### config.mk
export PLATFORM = sky130hd
export DESIGN_NAME = vrt_ctrl
export DESIGN_NICKNAME = d
export VERILOG_FILES = /design/src/sv/vrt_pkg.sv /design/src/sv/vrt_ctrl.sv
export SDC_FILE = /design/constraint.sdc
export NUM_CORES = 1
export LEC_CHECK = 0
export BUFFER_PORTS_ARGS = -buffer_cell sky130_fd_sc_hd__buf_2
export CORE_UTILIZATION = 25
export DETAILED_ROUTE_END_ITERATION = 7
export GPL_TIMING_DRIVEN = 0
export HOLD_SLACK_MARGIN = 0.12
export SYNTH_ARGS = -nofsm -noshare
export SYNTH_HDL_FRONTEND = slang
export SYNTH_SLANG_ARGS = --single-unit
### constraint.sdc
create_clock -name clk -period 4.1 [get_ports clk]
set_input_delay 0.41 -clock clk [delete_from_list [all_inputs] [get_ports clk]]
set_output_delay 0.41 -clock clk [all_outputs]
set_load 0.02 [all_outputs]
### src/sv/vrt_pkg.sv
`timescale 1ns / 1ps
// Shared types and constants of the voxel ray traversal block.
package vrt_pkg;

  localparam int GRID_SIZE_DEF = 64;
  localparam int FRAC_BITS_DEF = 16;
  localparam int DIR_BITS = 14;
  localparam int ORG_W = 24;
  localparam int DIR_W = 16;
  localparam int REACH_W = 23;
  localparam int IDX_W = 6;
  localparam logic [REACH_W-1:0] REACH_RESET = 23'd327680;

  localparam logic OP_WRITE = 1'b0;
  localparam logic OP_CAST = 1'b1;

  localparam logic [2:0] DIV_LAST = 3'd5;
  localparam logic [1:0] AX_LAST = 2'd2;

  typedef enum logic [3:0] {
    S_CLEAR,
    S_IDLE,
    S_DLOAD,
    S_DIV,
    S_STEP,
    S_READ,
    S_TEST,
    S_MUL,
    S_ADD,
    S_DONE
  } state_t;

  typedef struct packed {
    logic       clr_step;
    logic       wr_voxel;
    logic       cast_load;
    logic       div_load;
    logic       div_step;
    logic [2:0] div_idx;
    logic       walk_step;
    logic       mem_read;
    logic       test;
    logic       mul;
    logic       add;
    logic [1:0] ax;
    logic       out_load;
  } cmd_t;

  typedef struct packed {
    logic clr_last;
    logic div_last;
    logic walk_stop;
    logic is_hit;
  } stat_t;

endpackage

### src/sv/vrt_ctrl.sv
`timescale 1ns / 1ps
// Controller state machine that sequences clearing, division, walking and result beats.
module vrt_ctrl import vrt_pkg::*; (
  input  logic  clk,
  input  logic  rst_n,
  input  logic  in_valid,
  output logic  in_ready,
  input  logic  in_operation,
  output logic  out_valid,
  input  logic  out_ready,
  input  stat_t stat,
  output cmd_t  cmd
);

  state_t state_r, state_nxt;
  logic [2:0] div_idx_r, div_idx_nxt;
  logic [1:0] ax_r, ax_nxt;
  logic out_valid_r, out_valid_nxt;
  logic accept;

  assign accept = in_valid && in_ready;
  assign out_valid = out_valid_r;

  always_comb begin
    state_nxt = state_r;
    div_idx_nxt = div_idx_r;
    ax_nxt = ax_r;
    unique case (state_r)
      S_CLEAR: if (stat.clr_last) state_nxt = S_IDLE;
      S_IDLE: begin
        if (accept && in_operation == OP_CAST) begin
          state_nxt = S_DLOAD;
          div_idx_nxt = 3'd0;
        end
      end
      S_DLOAD: state_nxt = S_DIV;
      S_DIV: begin
        if (stat.div_last) begin
          if (div_idx_r == DIV_LAST) begin
            state_nxt = S_STEP;
          end else begin
            div_idx_nxt = div_idx_r + 3'd1;
            state_nxt = S_DLOAD;
          end
        end
      end
      S_STEP: state_nxt = stat.walk_stop ? S_DONE : S_READ;
      S_READ: state_nxt = S_TEST;
      S_TEST: begin
        if (stat.is_hit) begin
          state_nxt = S_MUL;
          ax_nxt = 2'd0;
        end else begin
          state_nxt = S_STEP;
        end
      end
      S_MUL: state_nxt = S_ADD;
      S_ADD: begin
        if (ax_r == AX_LAST) begin
          state_nxt = S_DONE;
        end else begin
          ax_nxt = ax_r + 2'd1;
          state_nxt = S_MUL;
        end
      end
      S_DONE: if (!out_valid_r || out_ready) state_nxt = S_IDLE;
      default: state_nxt = S_IDLE;
    endcase
  end

  always_comb begin
    cmd = '0;
    cmd.div_idx = div_idx_r;
    cmd.ax = ax_r;
    in_ready = state_r == S_IDLE;
    unique case (state_r)
      S_CLEAR: cmd.clr_step = 1'b1;
      S_IDLE: begin
        cmd.wr_voxel = accept && in_operation == OP_WRITE;
        cmd.cast_load = accept && in_operation == OP_CAST;
      end
      S_DLOAD: cmd.div_load = 1'b1;
      S_DIV: cmd.div_step = 1'b1;
      S_STEP: cmd.walk_step = !stat.walk_stop;
      S_READ: cmd.mem_read = 1'b1;
      S_TEST: cmd.test = 1'b1;
      S_MUL: cmd.mul = 1'b1;
      S_ADD: cmd.add = 1'b1;
      S_DONE: cmd.out_load = !out_valid_r || out_ready;
      default: cmd = '0;
    endcase
    out_valid_nxt = cmd.out_load || (out_valid_r && !out_ready);
  end

  always_ff @(posedge clk) begin
    if (!rst_n) begin
      state_r <= S_CLEAR;
      div_idx_r <= 3'd0;
      ax_r <= 2'd0;
      out_valid_r <= 1'b0;
    end else begin
      state_r <= state_nxt;
      div_idx_r <= div_idx_nxt;
      ax_r <= ax_nxt;
      out_valid_r <= out_valid_nxt;
    end
  end

  a_walk_then_read: assert property (@(posedge clk) disable iff (!rst_n)
    cmd.walk_step |=> state_r == S_READ)
    else $error("walk step not followed by memory read");

  a_load_sets_valid: assert property (@(posedge clk) disable iff (!rst_n)
    cmd.out_load |=> out_valid_r)
    else $error("result load did not raise out_valid");

  a_div_idx_range: assert property (@(posedge clk) disable iff (!rst_n)
    div_idx_r <= DIV_LAST && ax_r <= AX_LAST)
    else $error("sequencer counter out of range");

  a_no_accept_busy: assert property (@(posedge clk) disable iff (!rst_n)
    (state_r == S_CLEAR || state_r == S_DIV) |-> !accept)
    else $error("beat accepted while busy");

endmodule

Yosys cells after proc, flatten, opt, wreduce, memory -nomap -nowiden
Cells that the tools add are included.
{ "op_classes": {"n_mul": 0, "mux": 28, "addsub": 2, "eq_ne": 18, "n_reduce_logical": 16, "magnitude_cmp": 0, "shifts": 0, "n_div": 0, "bitwise_logic": 1} }
{ "ops": {"columns": ["cell", "n"], "rows": [
  ["$pmux 4 s10", 1],
  ["$mux 4", 6],
  ["$eq 4x3->1 const B", 4],
  ["$mux 3", 5],
  ["$ne 2x2->1 const B", 6],
  ["$mux 2", 5],
  ["$reduce_or 10->1", 1],
  ["$mux 1", 9],
  ["$eq 4x2->1 const B", 2],
  ["$eq 4x4->1 const B", 2],
  ["$reduce_and 4->1", 2],
  ["$pmux 3 s2", 1],
  ["$eq 4x1->1 const B", 1],
  ["$logic_and 1x1->1", 4],
  ["$logic_not 4->1", 1],
  ["$pmux 2 s2", 1],
  ["$reduce_bool 2->1", 2],
  ["$add 3x1->3 const B", 1],
  ["$eq 3x3->1 const B", 1],
  ["$logic_not 1->1", 3],
  ["$reduce_and 3->1", 1],
  ["$add 2x1->2 const B", 1],
  ["$eq 2x2->1 const B", 1],
  ["$logic_or 1x1->1", 2],
  ["2 further kinds", 2]
]} }
{ "word_totals": {"reg_bits": 10, "romBits": 0, "output_inout_bits": 18, "latch_bits": 0, "inputBits": 9, "mem_count": 0, "elab_cells": 69, "mem_bits_rw": 0} }

Longest topological paths before layout
{ "depth": {"ltp_word": 5, "depth_mapped": 6, "depth_no_buf": 6} }

Worst setup path before layout
No wires, ideal clock.
{ "synth_path": {"kind": "register to output", "start": "register state_r[1]", "end": "output port cmd[14] (netlist bit)", "n_path_buf": 1, "path_slack_ps": 2174, "path_stages_with_launch": 4, "required_time_ps": 3690, "arrival_time_ps": 1516, "path_cell_list": "dfxtp_1 -> buf_6 -> or4b_4 -> nor3b_1"} }
{ "synth_rtl": {"columns": ["item", "line", "source"], "rows": [
  ["start: declaration", "vrt_ctrl.sv:15", "state_t state_r, state_nxt;"],
  ["start signal: assignment", "vrt_ctrl.sv:102", "state_r <= state_nxt;"],
  ["end: declaration", "vrt_ctrl.sv:12", "output cmd_t cmd"]
]} }

==> impl_results.md <==
- Residual DRC: 0
- Max capacitance violation total: 0
- Worst-path maximum fanout: 10
- Synth area leaders: dfxtp_1 24%, and2_1 5.3%, ha_1 4.6%, nand2_1 4.1%, or4b_4 3.3%
- Final weighted congestion in routability-driven placement: 0.800
- Clock-pin transition on the worst setup and hold timing paths: 0.08 ns
- Min-delay worst type: input pin to register
- Detailed-placement wirelength estimate: 1.68 mm
- P per Cell Area: 321 nW/um^2
- Share of cells above drive strength 1: 0.313
- Max-slew violation total from the final report: 0
- Kind of critical path: register to output port
- Top-Level Pins: 27
- Core outline area: 3080 sq um
- Placed cell areas: 1000 sq um
- Endpoint type of the worst setup path: output port
- Clock buffer count from CTS: 3
- Area Overhead vs Synth: 26.3%
- Number of vias after detailed routing: 852
- CTS hold repair buffers: 0
- Timing-limited maximum frequency: 463 MHz
- Commonest non-fill, non-tap cell in the layout: buf_2
- Starting DRC count in detailed routing: 22
- Initial standard-cell utilization of the core: 0.267
- Number of flops mapped to enable cells by yosys: 0
- Register cell area after layout: 200 sq um
- Number of port buffers: 25
- Width of the chip: 59.4 microns
- Number of nets in the layout: 144
- Status: complete, no violations
- Area of all placed cells without fillers: 1040 sq um
- Die ar.: 3530 sq um
- Max-slew headroom at the worst pin: 0.700
- Unrepaired setup endpoints after global routing: no
- Global-route wire length before repair: 3.47 mm
- Number of nets with antenna violations after detailed routing: 0
- Total Routing Usage GR: 0.131
- Worst skew pair latency: 0.27 ns
- CP Data Arrival Time: 1.75 ns
- Sequential fraction of the synthesis area: 0.243
- Final total negative setup slack: 0 ns
- Setup-violating endpoint count in the final report: 0
- Largest area contributor in the netlist: dfxtp_1
- Largest stage delay on the critical path: 0.35 ns
- CP Launch Type: register
- Worst path cell trace: buf_6, clkbuf_1, o21ai_0, and2_1, buf_2
- Total iterations of the first detailed-routing run: 4
- Via density per instance: 4.87
- Multi-input combinational cell area: 571 sq um
- Final hold slack: 0.407 ns
- CP Data Required Time: 3.69 ns
- Commonest non-fill, non-tap cells in the layout: 25 x buf_2, 10 x dfxtp_1, 9 x nand2_1
- Total clock sinks: 10
- Beginning of the worst hold path: stat[2]
- Setup Fix Bufs, Post-CTS: 0
- Start of the worst register-to-register path: ax_r[0]
- Average instance area after synthesis: 8.07 sq um
- Post-synthesis cell count: 102
- Worst clock skew: 0.00691 ns
- Fraction of registers with async set or reset after synthesis: 0
- CTS root buf: clkbuf_4
- Antenna cell count: 0
- Synth unique cells: 42
- Vias in the first global route: 799
- Synth top area share: 0.243
- Final worst path period share: 0.526
- Synthesized cell area: 823 sq um
- FP Rows: 20
- Synth Warn #: 0
- Filler cell count: 338
- Grt ovf: 0
- Synth Flop Type: dfxtp_1
- Depth of the worst register-to-register path: 6
- Measured slew at the worst slew-check pin: 0.445 ns
- Initial antenna violation count: 0
- Worst Hold Depth: 2
- Register bit total from synthesis: 10
- Detailed-route wire length: 2.13 mm
- Number of levels the H-tree was split into: 1
- Pin count of the biggest net entering global routing: 11
- Peak supply drop: 148 uV
- Slowest cell on crit path: dfxtp_1
- Final period demand of the worst path: 2.16 ns
- Vertical die dimension: 59.4 microns
- Post-cts repair resize count: 0
- Hold endpoint: state_r[1]
- Standby leakage power: 0.425 nW
- Reg2Reg Setup Slack: 2.26 ns
- Maximum count of clock buffers along a single path: 2
- Average wire per cell in the routed design: 12.2 microns
- Number of nets produced by synthesis: 114
- Final hold violation count: 0
- Reg2reg end: state_r[1]
- CTS tree: yes
## layout make-up
cell class,instances,area share
buffer,7,0.0325
clock buffer,4,0.0349
inverter,5,0.0181
multi-input combinational,80,0.549
sequential,10,0.193
tap,44,0.0529
timing repair buffer,25,0.120
## per-layer routing
layer	track usage	vias to the layer above	part of all wire
met5	0	-	0
li1	-	424	-
met4	0.0510	0	0.0038
met1	0.172	404	0.48
met2	0.207	22	0.45
met3	0.0284	2	0.064
## worst max-delay path, delay by kind of cell (launching register included)
kind / cells / cell delay (ns)
flip-flops: 1 / 0.35
buffers and inverters: 3 / 0.62
AND/OR/NAND/NOR: 1 / 0.24
AO/OA/AOI/OAI: 1 / 0.28
## cell usage after synthesis (all sizes together), types with 2 or more instances
cell    instances
a21boi          2
a21oi           5
a31o            2
and2            7
and3            2
buf             2
clkbuf          5
dfxtp          10
ha              3
inv             5
nand2           9
nand2b          3
nand3b          2
nand4b          2
nor2            7
nor2b           3
nor3            3
nor3b           2
o21ai           3
o22a            2
o22ai           2
or2             2
or2b            2
or4b            4
## cell families after synthesis
| kind of cell | synth area share |
|---|---|
| and+or+nand+nor | 0.400 |
| AOI/OAI and AO/OA | 0.236 |
| muxes | 0.0122 |
| buffers and inverters | 0.0638 |
| adders and majority gates | 0.0456 |
| DFF | 0.243 |
## through the flow
stage                     utilization  total power [mW]  setup WS (ns)  std cells
after global routing            0.338             0.358           1.75        175
final                           0.338             0.333           1.94        175
after floorplan                     -             0.209           2.17        102
after detailed placement        0.326             0.245           2.25        171
after global placement          0.326             0.243           2.26        171
after CTS                       0.338             0.336           1.95        175
## worst max-delay path by stage
| stage | from | to | slack (ns) |
|---|---|---|---|
| 2_1_floorplan | state_r[1] | cmd[14] | 2.17 |
| 3_3_place_gp | state_r[1] | cmd[1] | 2.26 |
| 3_5_place_dp | state_r[1] | cmd[1] | 2.25 |
| 4_1_cts | state_r[1] | cmd[1] | 1.95 |
| 5_1_grt | state_r[1] | cmd[10] | 1.75 |
| 6_report | state_r[1] | cmd[1] | 1.94 |
## power breakdown
group | internal (mW) | switching (mW) | leakage (nW)
Clock | 0.0539 | 0.0368 | 0.0210
Combinational | 0.0535 | 0.0778 | 0.323
Sequential | 0.104 | 0.00791 | 0.0811
## registers in the layout (all words and copies together), names as in the netlist
register and cells:
state_r 4, div_idx_r 3, ax_r 2, out_valid 1
Note: power is estimated with default switching activity, not from simulation.
